==> src/hdl/pts_pkg.sv <==
`timescale 1ns / 1ps

package pts_pkg;

  // Table geometry.
  localparam int SLOTS     = 16;
  localparam int MAX_LEVEL = 31;
  localparam int IDX_W     = $clog2(SLOTS);
  localparam int LVL_W     = $clog2(MAX_LEVEL + 1);
  localparam int WAIT_W    = 32;
  localparam int TICK_W    = 32;

  // Beat widths on the stream ports (whole bytes).
  localparam int IN_W  = 48;
  localparam int OUT_W = 48;

  // Command codes.
  localparam logic [2:0] CMD_CREATE   = 3'd0;
  localparam logic [2:0] CMD_DELETE   = 3'd1;
  localparam logic [2:0] CMD_DELAY    = 3'd2;
  localparam logic [2:0] CMD_TICK     = 3'd3;
  localparam logic [2:0] CMD_SCHEDULE = 3'd4;

  // Status codes.
  localparam logic [1:0] ST_OK      = 2'd0;
  localparam logic [1:0] ST_FULL    = 2'd1;
  localparam logic [1:0] ST_NORUN   = 2'd2;
  localparam logic [1:0] ST_NOREADY = 2'd3;

  // One slot entry as it streams out of the table during a scan.
  typedef struct packed {
    logic             vld;
    logic [IDX_W-1:0] idx;
    logic [LVL_W-1:0] prio;
    logic             ready;
  } scan_beat_t;

  // Round-robin context for a pick.
  typedef struct packed {
    logic             en;
    logic [LVL_W-1:0] lvl;
    logic [IDX_W-1:0] last;
  } rr_cfg_t;

  // Outcome of a pick.
  typedef struct packed {
    logic             found;
    logic [IDX_W-1:0] idx;
  } pick_res_t;

endpackage

==> src/hdl/pts_ram.sv <==
`timescale 1ns / 1ps

module pts_ram #(
  parameter int WIDTH = 8,
  parameter int DEPTH = 16
) (
  input  logic                     clk,
  input  logic                     we,
  input  logic [$clog2(DEPTH)-1:0] waddr,
  input  logic [WIDTH-1:0]         wdata,
  input  logic [$clog2(DEPTH)-1:0] raddr,
  output logic [WIDTH-1:0]         rdata
);

  logic [WIDTH-1:0] mem [DEPTH];
  logic [WIDTH-1:0] rdata_r;

  // One write port and one registered read port.
  always_ff @(posedge clk) begin
    if (we) begin
      mem[waddr] <= wdata;
    end
    rdata_r <= mem[raddr];
  end

  assign rdata = rdata_r;

endmodule

==> src/hdl/pts_picker.sv <==
`timescale 1ns / 1ps

module pts_picker (
  input  logic                clk,
  input  logic                rst_n,
  input  logic                clear,
  input  pts_pkg::rr_cfg_t    rr,
  input  pts_pkg::scan_beat_t beat,
  output pts_pkg::pick_res_t  res
);
  import pts_pkg::*;

  logic             rr_found_r, rr_found_nxt;
  logic [IDX_W-1:0] rr_idx_r, rr_idx_nxt;
  logic             mn_found_r, mn_found_nxt;
  logic [IDX_W-1:0] mn_idx_r, mn_idx_nxt;
  logic [LVL_W-1:0] mn_prio_r, mn_prio_nxt;

  // Track the first ready slot of the same level after the last pick, and the
  // first ready slot of the lowest level, as the entries stream by in order.
  always_comb begin
    rr_found_nxt = rr_found_r;
    rr_idx_nxt   = rr_idx_r;
    mn_found_nxt = mn_found_r;
    mn_idx_nxt   = mn_idx_r;
    mn_prio_nxt  = mn_prio_r;
    if (clear) begin
      rr_found_nxt = 1'b0;
      mn_found_nxt = 1'b0;
    end else if (beat.vld && beat.ready) begin
      if (!rr_found_r && rr.en && beat.idx > rr.last && beat.prio == rr.lvl) begin
        rr_found_nxt = 1'b1;
        rr_idx_nxt   = beat.idx;
      end
      if (!mn_found_r || beat.prio < mn_prio_r) begin
        mn_found_nxt = 1'b1;
        mn_idx_nxt   = beat.idx;
        mn_prio_nxt  = beat.prio;
      end
    end
  end

  always_ff @(posedge clk) begin
    if (!rst_n) begin
      rr_found_r <= 1'b0;
      mn_found_r <= 1'b0;
    end else begin
      rr_found_r <= rr_found_nxt;
      mn_found_r <= mn_found_nxt;
    end
    rr_idx_r  <= rr_idx_nxt;
    mn_idx_r  <= mn_idx_nxt;
    mn_prio_r <= mn_prio_nxt;
  end

  // Round robin wins over the lowest-level search.
  assign res.found = rr_found_r | mn_found_r;
  assign res.idx   = rr_found_r ? rr_idx_r : mn_idx_r;

endmodule

==> src/hdl/priority_task_scheduler.sv <==
`timescale 1ns / 1ps
// Create, commands without a running task, disabled ticks and unknown commands
// go straight to the result. Delete, delay, enabled tick and schedule scan the slot
// memories one entry a cycle and then pick the next task.
// Throughput: one command at a time; the next beat is taken once the result is registered.
// Reset (rst_n low, synchronous) frees all slots, clears the running task,
// the round-robin mark and the tick counter, and enables scheduling.
module priority_task_scheduler (
  input  logic                      clk,
  input  logic                      rst_n,
  // Input beat fields from bit 0: cmd[2:0], level[10:3], delay_ticks[42:11].
  input  logic [pts_pkg::IN_W-1:0]  in_tdata,
  input  logic                      in_tvalid,
  output logic                      in_tready,
  // Result beat fields from bit 0: status[1:0], slot[5:2], running_valid[6],
  // running_slot[10:7], tick_count[42:11].
  output logic [pts_pkg::OUT_W-1:0] out_tdata,
  output logic                      out_tvalid,
  input  logic                      out_tready,
  input  logic                      cfg_valid,
  output logic                      cfg_ready,
  input  logic                      cfg_data
);
  import pts_pkg::*;

  localparam logic [2:0] S_IDLE  = 3'd0;
  localparam logic [2:0] S_LVL   = 3'd1;
  localparam logic [2:0] S_SCAN  = 3'd2;
  localparam logic [2:0] S_DRAIN = 3'd3;
  localparam logic [2:0] S_PICK  = 3'd4;
  localparam logic [2:0] S_FIN   = 3'd5;

  localparam logic [IDX_W-1:0] LAST_IDX = IDX_W'(SLOTS - 1);

  logic [2:0]        state_r, state_nxt;
  logic [SLOTS-1:0]  used_r, used_nxt;
  logic              run_v_r, run_v_nxt;
  logic [IDX_W-1:0]  run_idx_r, run_idx_nxt;
  logic              last_v_r, last_v_nxt;
  logic [IDX_W-1:0]  last_idx_r, last_idx_nxt;
  logic [TICK_W-1:0] ticks_r, ticks_nxt;
  logic              en_r;
  logic              tick_mode_r, tick_mode_nxt;
  logic              rr_en_r, rr_en_nxt;
  logic [LVL_W-1:0]  rr_lvl_r;
  logic              lvl_pend_r;
  logic [IDX_W-1:0]  rd_idx_r, rd_idx_nxt;
  logic              proc_v_r;
  logic [IDX_W-1:0]  proc_idx_r;
  logic [1:0]        res_status_r, res_status_nxt;
  logic [IDX_W-1:0]  res_slot_r, res_slot_nxt;
  logic              out_valid_r;
  logic [OUT_W-1:0]  out_data_r;

  logic [2:0]        in_cmd;
  logic [7:0]        in_level;
  logic [WAIT_W-1:0] in_delay;
  logic              in_take;
  logic              out_load;

  logic              free_found;
  logic [IDX_W-1:0]  free_idx;
  logic [LVL_W-1:0]  level_clamp;

  logic              prio_we;
  logic [IDX_W-1:0]  prio_waddr;
  logic [LVL_W-1:0]  prio_wdata;
  logic [IDX_W-1:0]  prio_raddr;
  logic [LVL_W-1:0]  prio_rdata;
  logic              wait_we;
  logic [IDX_W-1:0]  wait_waddr;
  logic [WAIT_W-1:0] wait_wdata;
  logic [WAIT_W-1:0] wait_rdata;

  logic              beat_used;
  logic              beat_dec;
  logic [WAIT_W-1:0] beat_wait;
  scan_beat_t        beat;
  rr_cfg_t           rr;
  pick_res_t         pres;
  logic              pick_clear;

  // Input beat unpacking.
  assign in_cmd   = in_tdata[2:0];
  assign in_level = in_tdata[10:3];
  assign in_delay = in_tdata[42:11];
  assign in_tready = (state_r == S_IDLE);
  assign in_take   = in_tvalid && in_tready;
  assign cfg_ready = 1'b1;

  // First free slot for create.
  always_comb begin
    free_found = 1'b0;
    free_idx   = '0;
    for (int i = SLOTS - 1; i >= 0; i--) begin
      if (!used_r[i]) begin
        free_found = 1'b1;
        free_idx   = IDX_W'(i);
      end
    end
  end

  assign level_clamp = (in_level > 8'(MAX_LEVEL)) ? LVL_W'(MAX_LEVEL) : LVL_W'(in_level);

  // Scan beat: apply the tick decrement on the fly and judge readiness.
  assign beat_used = used_r[proc_idx_r];
  assign beat_dec  = proc_v_r && tick_mode_r && beat_used && (wait_rdata != '0);
  assign beat_wait = beat_dec ? (wait_rdata - 1'b1) : wait_rdata;

  assign beat.vld   = proc_v_r;
  assign beat.idx   = proc_idx_r;
  assign beat.prio  = prio_rdata;
  assign beat.ready = beat_used && (beat_wait == '0);

  assign rr.en   = rr_en_r;
  assign rr.lvl  = rr_lvl_r;
  assign rr.last = last_idx_r;

  assign pick_clear = (state_r == S_LVL);

  // Memory port steering.
  always_comb begin
    prio_we    = 1'b0;
    prio_waddr = free_idx;
    prio_wdata = level_clamp;
    wait_we    = 1'b0;
    wait_waddr = free_idx;
    wait_wdata = '0;
    if (in_take && in_cmd == CMD_CREATE && free_found) begin
      prio_we = 1'b1;
      wait_we = 1'b1;
    end else if (in_take && in_cmd == CMD_DELAY && run_v_r) begin
      wait_we    = 1'b1;
      wait_waddr = run_idx_r;
      wait_wdata = in_delay;
    end else if (beat_dec) begin
      wait_we    = 1'b1;
      wait_waddr = proc_idx_r;
      wait_wdata = beat_wait;
    end
  end

  assign prio_raddr = (state_r == S_LVL) ? last_idx_r : rd_idx_r;

  pts_ram #(.WIDTH(LVL_W), .DEPTH(SLOTS)) u_prio_ram (
    .clk   (clk),
    .we    (prio_we),
    .waddr (prio_waddr),
    .wdata (prio_wdata),
    .raddr (prio_raddr),
    .rdata (prio_rdata)
  );

  pts_ram #(.WIDTH(WAIT_W), .DEPTH(SLOTS)) u_wait_ram (
    .clk   (clk),
    .we    (wait_we),
    .waddr (wait_waddr),
    .wdata (wait_wdata),
    .raddr (rd_idx_r),
    .rdata (wait_rdata)
  );

  pts_picker u_picker (
    .clk   (clk),
    .rst_n (rst_n),
    .clear (pick_clear),
    .rr    (rr),
    .beat  (beat),
    .res   (pres)
  );

  assign out_load = (state_r == S_FIN) && (!out_valid_r || out_tready);

  // Command sequencer.
  always_comb begin
    state_nxt      = state_r;
    used_nxt       = used_r;
    run_v_nxt      = run_v_r;
    run_idx_nxt    = run_idx_r;
    last_v_nxt     = last_v_r;
    last_idx_nxt   = last_idx_r;
    ticks_nxt      = ticks_r;
    tick_mode_nxt  = tick_mode_r;
    rr_en_nxt      = rr_en_r;
    rd_idx_nxt     = rd_idx_r;
    res_status_nxt = res_status_r;
    res_slot_nxt   = res_slot_r;
    unique case (state_r)
      S_IDLE: begin
        if (in_take) begin
          res_status_nxt = ST_OK;
          res_slot_nxt   = '0;
          tick_mode_nxt  = 1'b0;
          state_nxt      = S_FIN;
          priority case (in_cmd)
            CMD_CREATE: begin
              if (free_found) begin
                used_nxt[free_idx] = 1'b1;
                res_slot_nxt       = free_idx;
              end else begin
                res_status_nxt = ST_FULL;
              end
            end
            CMD_DELETE: begin
              if (!run_v_r) begin
                res_status_nxt = ST_NORUN;
              end else begin
                used_nxt[run_idx_r] = 1'b0;
                if (last_v_r && last_idx_r == run_idx_r) begin
                  last_v_nxt   = 1'b0;
                  last_idx_nxt = '0;
                end
                state_nxt = S_LVL;
              end
            end
            CMD_DELAY: begin
              if (!run_v_r) begin
                res_status_nxt = ST_NORUN;
              end else begin
                state_nxt = S_LVL;
              end
            end
            CMD_TICK: begin
              if (en_r) begin
                ticks_nxt     = ticks_r + 1'b1;
                tick_mode_nxt = 1'b1;
                state_nxt     = S_LVL;
              end
            end
            CMD_SCHEDULE: begin
              if (en_r) begin
                state_nxt = S_LVL;
              end
            end
            default: begin
            end
          endcase
        end
      end
      S_LVL: begin
        rr_en_nxt  = last_v_r && used_r[last_idx_r];
        rd_idx_nxt = '0;
        state_nxt  = S_SCAN;
      end
      S_SCAN: begin
        if (rd_idx_r == LAST_IDX) begin
          rd_idx_nxt = '0;
          state_nxt  = S_DRAIN;
        end else begin
          rd_idx_nxt = rd_idx_r + 1'b1;
        end
      end
      S_DRAIN: begin
        state_nxt = S_PICK;
      end
      S_PICK: begin
        if (pres.found) begin
          run_v_nxt      = 1'b1;
          run_idx_nxt    = pres.idx;
          last_v_nxt     = 1'b1;
          last_idx_nxt   = pres.idx;
          res_status_nxt = ST_OK;
          res_slot_nxt   = pres.idx;
        end else begin
          run_v_nxt      = 1'b0;
          run_idx_nxt    = '0;
          last_v_nxt     = 1'b0;
          last_idx_nxt   = '0;
          res_status_nxt = ST_NOREADY;
          res_slot_nxt   = '0;
        end
        state_nxt = S_FIN;
      end
      S_FIN: begin
        if (out_load) begin
          state_nxt = S_IDLE;
        end
      end
      default: begin
        state_nxt = S_IDLE;
      end
    endcase
  end

  // Control registers.
  always_ff @(posedge clk) begin
    if (!rst_n) begin
      state_r     <= S_IDLE;
      used_r      <= '0;
      run_v_r     <= 1'b0;
      run_idx_r   <= '0;
      last_v_r    <= 1'b0;
      last_idx_r  <= '0;
      ticks_r     <= '0;
      en_r        <= 1'b1;
      tick_mode_r <= 1'b0;
      rr_en_r     <= 1'b0;
      lvl_pend_r  <= 1'b0;
      rd_idx_r    <= '0;
      proc_v_r    <= 1'b0;
      out_valid_r <= 1'b0;
    end else begin
      state_r     <= state_nxt;
      used_r      <= used_nxt;
      run_v_r     <= run_v_nxt;
      run_idx_r   <= run_idx_nxt;
      last_v_r    <= last_v_nxt;
      last_idx_r  <= last_idx_nxt;
      ticks_r     <= ticks_nxt;
      tick_mode_r <= tick_mode_nxt;
      rr_en_r     <= rr_en_nxt;
      lvl_pend_r  <= (state_r == S_LVL);
      rd_idx_r    <= rd_idx_nxt;
      proc_v_r    <= (state_r == S_SCAN);
      if (cfg_valid && cfg_ready) begin
        en_r <= cfg_data;
      end
      if (out_load) begin
        out_valid_r <= 1'b1;
      end else if (out_tready) begin
        out_valid_r <= 1'b0;
      end
    end
  end

  // Payload registers.
  always_ff @(posedge clk) begin
    proc_idx_r   <= rd_idx_r;
    res_status_r <= res_status_nxt;
    res_slot_r   <= res_slot_nxt;
    // The level of the last picked slot arrives in the cycle after its read.
    if (lvl_pend_r) begin
      rr_lvl_r <= prio_rdata;
    end
    if (out_load) begin
      out_data_r <= {5'd0, ticks_r,
                     run_v_r ? 4'(run_idx_r) : 4'd0,
                     run_v_r,
                     4'(res_slot_r),
                     res_status_r};
    end
  end

  assign out_tvalid = out_valid_r;
  assign out_tdata  = out_data_r;

  // A settled running task always points at a live slot.
  a_run_used: assert property (@(posedge clk) disable iff (!rst_n)
    (state_r == S_IDLE && run_v_r) |-> used_r[run_idx_r])
    else $error("running task points at a free slot");

  // The round-robin mark only ever names the running task.
  a_last_is_run: assert property (@(posedge clk) disable iff (!rst_n)
    last_v_r |-> (run_v_r && last_idx_r == run_idx_r))
    else $error("round-robin mark differs from running task");

  // A failed pick leaves no running task behind.
  a_noready_idle: assert property (@(posedge clk) disable iff (!rst_n)
    (out_tvalid && out_tdata[1:0] == ST_NOREADY) |-> !out_tdata[6])
    else $error("no-ready result still shows a running task");

  // Scan write-backs only happen on tick commands.
  a_scan_wb: assert property (@(posedge clk) disable iff (!rst_n)
    (proc_v_r && wait_we) |-> tick_mode_r)
    else $error("delay write-back outside a tick");

endmodule

==> config.mk <==
export PLATFORM = sky130hd
export DESIGN_NAME = priority_task_scheduler
export DESIGN_NICKNAME = d
export VERILOG_FILES = /design/src/hdl/pts_pkg.sv /design/src/hdl/pts_ram.sv /design/src/hdl/pts_picker.sv /design/src/hdl/priority_task_scheduler.sv
export SDC_FILE = /design/constraint.sdc
export NUM_CORES = 1
export LEC_CHECK = 0
export BUFFER_PORTS_ARGS = -buffer_cell sky130_fd_sc_hd__buf_2
export CORE_MARGIN = 2
export CORE_UTILIZATION = 62
export CTS_CLUSTER_DIAMETER = 150
export DETAILED_ROUTE_END_ITERATION = 6
export PLACE_DENSITY = 0.77
export SYNTH_ARGS = -nofsm -noshare
export SYNTH_HDL_FRONTEND = slang
export SYNTH_SLANG_ARGS = --single-unit
export TNS_END_PERCENT = 1
==> constraint.sdc <==
create_clock -name clk -period 4.8 [get_ports clk]
set_input_delay 0.24 -clock clk [delete_from_list [all_inputs] [get_ports clk]]
set_output_delay 0.24 -clock clk [all_outputs]
set_load 0.03 [all_outputs]
==> results of run 1 <==
==> worst max path at each step <==
stage	start	end	slack [ns]	depth (start not counted)
2_1_floorplan	u_wait_ram.rdata[26]	u_wait_ram.mem[0][0]	0.52	9
3_3_place_gp	proc_idx_r[1]	u_picker.mn_prio_r[4]	0.71	11
3_5_place_dp	proc_idx_r[1]	u_picker.mn_prio_r[0]	0.64	11
4_1_cts	proc_idx_r[1]	u_picker.mn_idx_r[3]	0.64	11
5_1_grt	u_wait_ram.rdata[0]	u_wait_ram.mem[12][18]	0.25	10
6_report	proc_idx_r[1]	u_picker.mn_idx_r[3]	0.48	11
==> through the flow <==
step / cells / hold WS (ns) / util [%] / setup slack (ns)
after floorplan: 1840 / 0.3290 / - / 0.5188
after global placement: 2540 / 0.4058 / 65.42 / 0.7052
after detailed placement: 2540 / 0.4080 / 65.42 / 0.6416
after CTS: 2678 / 0.06315 / 70.33 / 0.6390
after global routing: 2678 / 0.09281 / 70.33 / 0.2504
final: 2678 / 0.09795 / 70.33 / 0.4829
==> cell type report <==
type	count	area (um^2)	area share [%]
clock inverters	29	256.5	0.7284
multi-input cells	929	8907	25.30
clock buffers	106	2168	6.158
flip-flops and latches	773	22080	62.71
well taps	672	840.8	2.388
inverters	33	123.9	0.3518
repair buffers	136	833.3	2.367
==> placed cells by master (no fill, tap or decap), drive strengths merged, types with 6 or more instances in the layout <==
master and instances:
nand4 19, a21o 6, mux2i 13, nor2 96, nand2 92, clkbuf 106, or3 16, edfxtp 659
nor3 54, and3 10, dfxtp 114, nor4 10, and2 32, o21ai 49, xor2 16, nor4b 8
a31oi 6, inv 34, nand2b 17, conb 6, nand3b 6, mux4 189, a21oi 59, nand3 34
clkinvlp 6, buf 133, a211oi 10, xnor2 50, ha 13, a21boi 33, clkinv 18, nor2b 24
==> kinds of logic after synthesis <==
family          share of synthesized area, %
compound gates                         4.216
mux                                    14.13
simple gates                           7.131
flops                                  70.35
other cells                          0.02394
buf+inv                                1.787
fa+ha+maj                             0.5185
xor+xnor                               1.843
==> timing repair <==
action / in CTS / in global routing
setup buffers: 0 / 0
endpoints found under the hold margin: 2 / 0
hold buffers: 3 / 0
==> where the power goes <==
group,total [mW],leakage (nW),internal (mW),switching [mW]
combinational,1.26,3.01,0.531,0.726
clock,5.78,1.17,3.37,2.41
sequential,7.55,6.39,7.41,0.138
total,14.6,10.6,11.3,3.28
==> worst max-delay path, delay by kind of cell, from the launching register on <==
kind | cells | cell delay (ns)
compound gates | 3 | 1.35
fa+ha+maj | 1 | 0.29
buf+inv | 1 | 0.11
flops | 1 | 0.59
mux | 2 | 0.84
simple gates | 4 | 0.73
==> layer usage <==
layer / global-route usage (%) / wire length, um / share of wire, % / vias to the layer above
met4: 8.908 / 2052 / 3.0 / 0
met1: 38.32 / 27410 / 39 / 8803
met3: 5.052 / 5751 / 8.3 / 147
met2: 43.60 / 34250 / 49 / 857
li1: - / - / - / 7452
met5: 0 / 0 / 0 / -
==> flip-flops by register name (all words and copies together), names as in the netlist, 2 cells and up <==
name / count
u_picker.mn_prio_r: 5
out_tdata: 43
rr_lvl_r: 5
proc_idx_r: 4
u_wait_ram.mem: 512
u_prio_ram.mem: 80
u_prio_ram.rdata: 5
u_picker.mn_idx_r: 4
res_status_r: 2
ticks_r: 32
used_r: 16
u_wait_ram.rdata: 32
last_idx_r: 4
rd_idx_r: 4
state_r: 3
run_idx_r: 4
u_picker.rr_idx_r: 4
res_slot_r: 4
==> results.json, run 1 <==
{
  "root_buffer": "clkbuf_16",
  "required_ns": 5.03,
  "fin_skew_ns": 0.01709,
  "initial_core_util_pct": 62.66,
  "synth.largest_area_cell": "edfxtp_1",
  "worstHoldEndpoint": "tick_mode_r",
  "cp_cell_sequence": "mux4_2, mux2i_1, o22ai_2, nand2_2, inv_2, ha_1, nor4b_1, nand4_1, a211oi_2, nand3_2, a2111oi_4",
  "htree_levels": 3,
  "hpwl_um": 40640,
  "min_from": "in_tvalid",
  "power.density_nw_per_um2": 414.2,
  "synth.distinct_cells": 76,
  "grt_setup_unrepaired": "no",
  "gp_congestion": 0.9508,
  "numCtsBuffers": 75,
  "slew-limit-headroom_pct": 24.54,
  "synthTopCellsByArea": "edfxtp_1, mux4_2, dfxtp_1",
  "drt_iter0_markers": 2032,
  "worst_slew_pin_slew_ns": 1.108,
  "worst_setup_path_end_kind": "flip-flop",
  "clock_latency_ns": 0.62,
  "synth.most_common_cell": "edfxtp_1",
  "drc": 0,
  "vias_per_cell": 6.445,
  "clock_path_buffers": 3,
  "min_period_over_period_pct": 89.94,
  "worstReg2RegStart": "proc_idx_r[1]",
  "place_area_um2": 32760,
  "areaGrowthSynthToFinish_pct": 12.24,
  "nets": 2015,
  "max_stage_delay_ns": 0.81,
  "synth_common_cells": "edfxtp_1, mux4_2, dfxtp_1",
  "finalPower_mw": 14.59,
  "clock_sinks": 773,
  "ant_nets": 0,
  "synth_flop_cell": "edfxtp_1",
  "clk_pin_slew_ns": 0.06,
  "cap_violations": 0,
  "die_w_um": 228.9,
  "overflow": 0,
  "ys_seq_area_share_pct": 70.35,
  "drive_above_1_share_pct": 23.93,
  "portBuffers": 93,
  "r2r_slack_ns": 0.48,
  "die_y_um": 228.9,
  "timing.fmax_mhz": 231.6,
  "hp-class": "in2reg",
  "antenna_cells": 0,
  "synth_cells": 1836,
  "r2r_end": "u_picker.mn_idx_r[3]",
  "crit_path_start_kind": "flip-flop",
  "ios": 105,
  "critPathKind": "reg2reg",
  "fp-row-count": 82,
  "vias": 17260,
  "slowest_stage": "a2111oi_4",
  "hold_violations": 0,
  "grt_pass1_vias": 17230,
  "core_um2": 50070,
  "final_max_slew_viol_count": 0,
  "min_period_ns": 4.317,
  "post_cts_resize_count": 0,
  "ys_warn_count": 0,
  "grt_max_degree": 83,
  "first_pass_iters": 6,
  "num-fill-cells": 3165,
  "netlist_area_um2": 31370,
  "routed_wl_um": 69460,
  "grtUsageTotal_pct": 27.15,
  "whs_path_depth": 4,
  "cp.arrival_ns": 4.55,
  "postSynthAreaPerCell_um2": 17.09,
  "wl_per_cell_um": 25.94,
  "fin_area_um2": 35210,
  "synth.top_cell.area_share_pct": 63.08,
  "synth-edff-count": 659,
  "finalSetupTns_ns": 0,
  "dieArea_um2": 52410,
  "status": "finished clean",
  "ys_ff_latch": 773,
  "asyncSetResetFlopFracSynth_pct": 0,
  "antenna_found_initial": 0,
  "worstPathMaxFanout": 11,
  "cts_tree": "done",
  "ir_drop_uv": 383.3,
  "leakagePower_nw": 10.57,
  "r2r_cells": 11,
  "grt_pass1_wl_um": 105600,
  "setup_violations": 0
}
Power figures use the tool's default switching activity.
==> run 2: changes to the inputs <==
CORE_UTILIZATION = 48   (was 62)
GPL_ROUTABILITY_DRIVEN = 0   (was not set)
PLACE_DENSITY = 0.61   (was 0.77)
==> run 2 against run 1 <==
Against the previous run: worst hold slack got worse by 0.013 ns; setup slack improved by 0.20 ns; critical path type unchanged; highest routed layer unchanged; sequential cell count is the same; critical path depth did not move.
==> results.json, run 2 (synthesized netlist as in run 1, its figures left out) <==
{
  "routed_wl_um": 71940,
  "core_um2": 64580,
  "finalSetupTns_ns": 0,
  "crit_path_start_kind": "flip-flop",
  "cap_violations": 0,
  "critPathKind": "reg2reg",
  "fin_skew_ns": 0.01960,
  "nets": 2027,
  "internal-power_mw": 11.52,
  "max_stage_delay_ns": 0.81,
  "post_cts_resize_count": 0,
  "fin_hold_ws_ns": 0.08528,
  "areaGrowthSynthToFinish_pct": 13.92,
  "dr.max_layer_used": "met4",
  "startpoint": "u_wait_ram.rdata[24]",
  "swShare_pct": 22.88,
  "leakagePower_nw": 10.74,
  "seqPwrFrac_pct": 50.7,
  "cp_cell_sequence": "or3_1, or4_1, o31a_1, nand2_2, inv_2, ha_1, nor4b_1, nand4_1, a211oi_2, nand3_2, a2111oi_4",
  "clk_pin_slew_ns": 0.06,
  "p_sw_mw": 3.419,
  "most-common-layout-cells": "edfxtp_1, mux4_2, dfxtp_1, buf_2, nand2_1",
  "final_common_cell": "edfxtp_1",
  "timing.fmax_mhz": 242.6,
  "dieArea_um2": 67420,
  "hold_violations": 0,
  "cp.arrival_ns": 4.36,
  "finalPower_mw": 14.94,
  "initial_core_util_pct": 48.58,
  "min_period_ns": 4.122,
  "setup_violations": 0,
  "worstPathMaxFanout": 11,
  "hpwl_um": 42990,
  "grt_max_degree": 134,
  "ant_nets": 0,
  "required_ns": 5.04,
  "worst_slew_pin_slew_ns": 1.186,
  "met1_length_um": 31710,
  "htree_levels": 3,
  "portBuffers": 93,
  "first_pass_iters": 7,
  "vias_per_cell": 5.876,
  "slew-limit-headroom_pct": 18.65,
  "combPwrFrac_pct": 8.4,
  "min_period_over_period_pct": 85.87,
  "final_max_slew_viol_count": 0,
  "clock_latency_ns": 0.63,
  "hp-class": "in2reg",
  "cts_tree": "done",
  "wl_met3_um": 4745,
  "numCtsBuffers": 79,
  "drive_above_1_share_pct": 24.59,
  "drt_iter0_markers": 1782,
  "worst_setup_path_end_kind": "flip-flop",
  "largest_reg_flops": 512,
  "status": "finished clean",
  "drc": 0,
  "root_buffer": "clkbuf_16",
  "largest_register": "u_wait_ram.mem",
  "wl_per_cell_um": 24.98,
  "ir_drop_uv": 322.7,
  "final_util_pct": 55.34,
  "grtUsageTotal_pct": 21.70,
  "antenna_found_initial": 0,
  "grt_pass1_vias": 17120,
  "clock_sinks": 773,
  "grt_pass1_wl_um": 108000,
  "antenna_cells": 0,
  "clock_path_buffers": 3,
  "ios": 105,
  "die_y_um": 259.7,
  "wl_met2_um": 34110,
  "slowest_stage": "a2111oi_4",
  "fp-row-count": 93,
  "die_w_um": 259.7,
  "grt_setup_unrepaired": "no",
  "clkPwrFrac_pct": 40.9,
  "power.density_nw_per_um2": 418.1,
  "overflow": 0,
  "worstReg2RegStart": "u_wait_ram.rdata[24]",
  "min_from": "in_tvalid",
  "post_cts_buffers": 0,
  "vias": 16920
}
run 2: cell types whose count changed in the layout (fill, tap and decap cells not counted), moves of 2 or more:
| cell | previous run | this run |
|---|---|---|
| buf_12 | 3 | 7 |
| buf_4 | 37 | 41 |
| bufinv_16 | 4 | 7 |
| clkbuf_1 | 18 | 21 |
| clkbuf_8 | 9 | 7 |
| clkinv_1 | 9 | 7 |
| clkinv_2 | 8 | 15 |
| clkinv_8 | 0 | 6 |
| clkinvlp_4 | 6 | 0 |
run 2: area by class of cell:
type,instances,area [um^2]
fillers,5075,28840
flip-flops and latches,773,22080
multi-input cells,929,8907
clock inverters,38,432.9
well taps,855,1070
repair buffers,144,943.4
clock buffers,108,2177
inverters,33,123.9
run 2: metrics by stage:
stage               setup WS [ns]  std cells  cell area, um^2
floorplan                  0.5188       1840            31390
global placement           0.8226       2731            33100
detailed placement         0.7484       2731            33100
CTS                        0.7242       2880            35740
global route               0.4303       2880            35740
finish                     0.6781       2880            35740
run 2: layer usage:
metal | GRT usage [%] | up-vias
met1 | 31.34 | 8761
met5 | 0 | -
met4 | 5.428 | 0
met3 | 4.230 | 105
li1 | - | 7493
met2 | 34.24 | 565
run 2: timing repair:
| item | in CTS | in global routing |
|---|---|---|
| hold buffers | 3 | 0 |
| hold endpoints to repair | 2 | 0 |
| endpoints found under the setup margin | 0 | 0 |
run 2: final timing paths:
| path | to | slack [ns] | depth (start not counted) |
|---|---|---|---|
| max | u_picker.mn_prio_r[3] | 0.68 | 11 |
| min | tick_mode_r | 0.09 | 4 |
| max reg2reg | u_picker.mn_prio_r[3] | 0.68 | 11 |
| min reg2reg | out_tdata[1] | 0.43 | 0 |
run 2: worst max-delay path, delay by kind of cell, from the launching register on:
kind                       cells  cell delay [ns]
AOI/OAI and AO/OA              3             1.41
adders and majority gates      1             0.30
buffers and inverters          1             0.11
DFF                            1             0.35
and+or+nand+nor                6             1.56
run 2: power groups by stage:
stage | sequential (mW) | combinational [mW] | clock (mW)
after floorplan | 7.73 | 0.878 | 0
after global placement | 7.71 | 1.27 | 0
after detailed placement | 7.72 | 1.28 | 0
after CTS | 7.58 | 1.28 | 6.23
after global routing | 7.60 | 1.36 | 6.50
final | 7.57 | 1.26 | 6.11
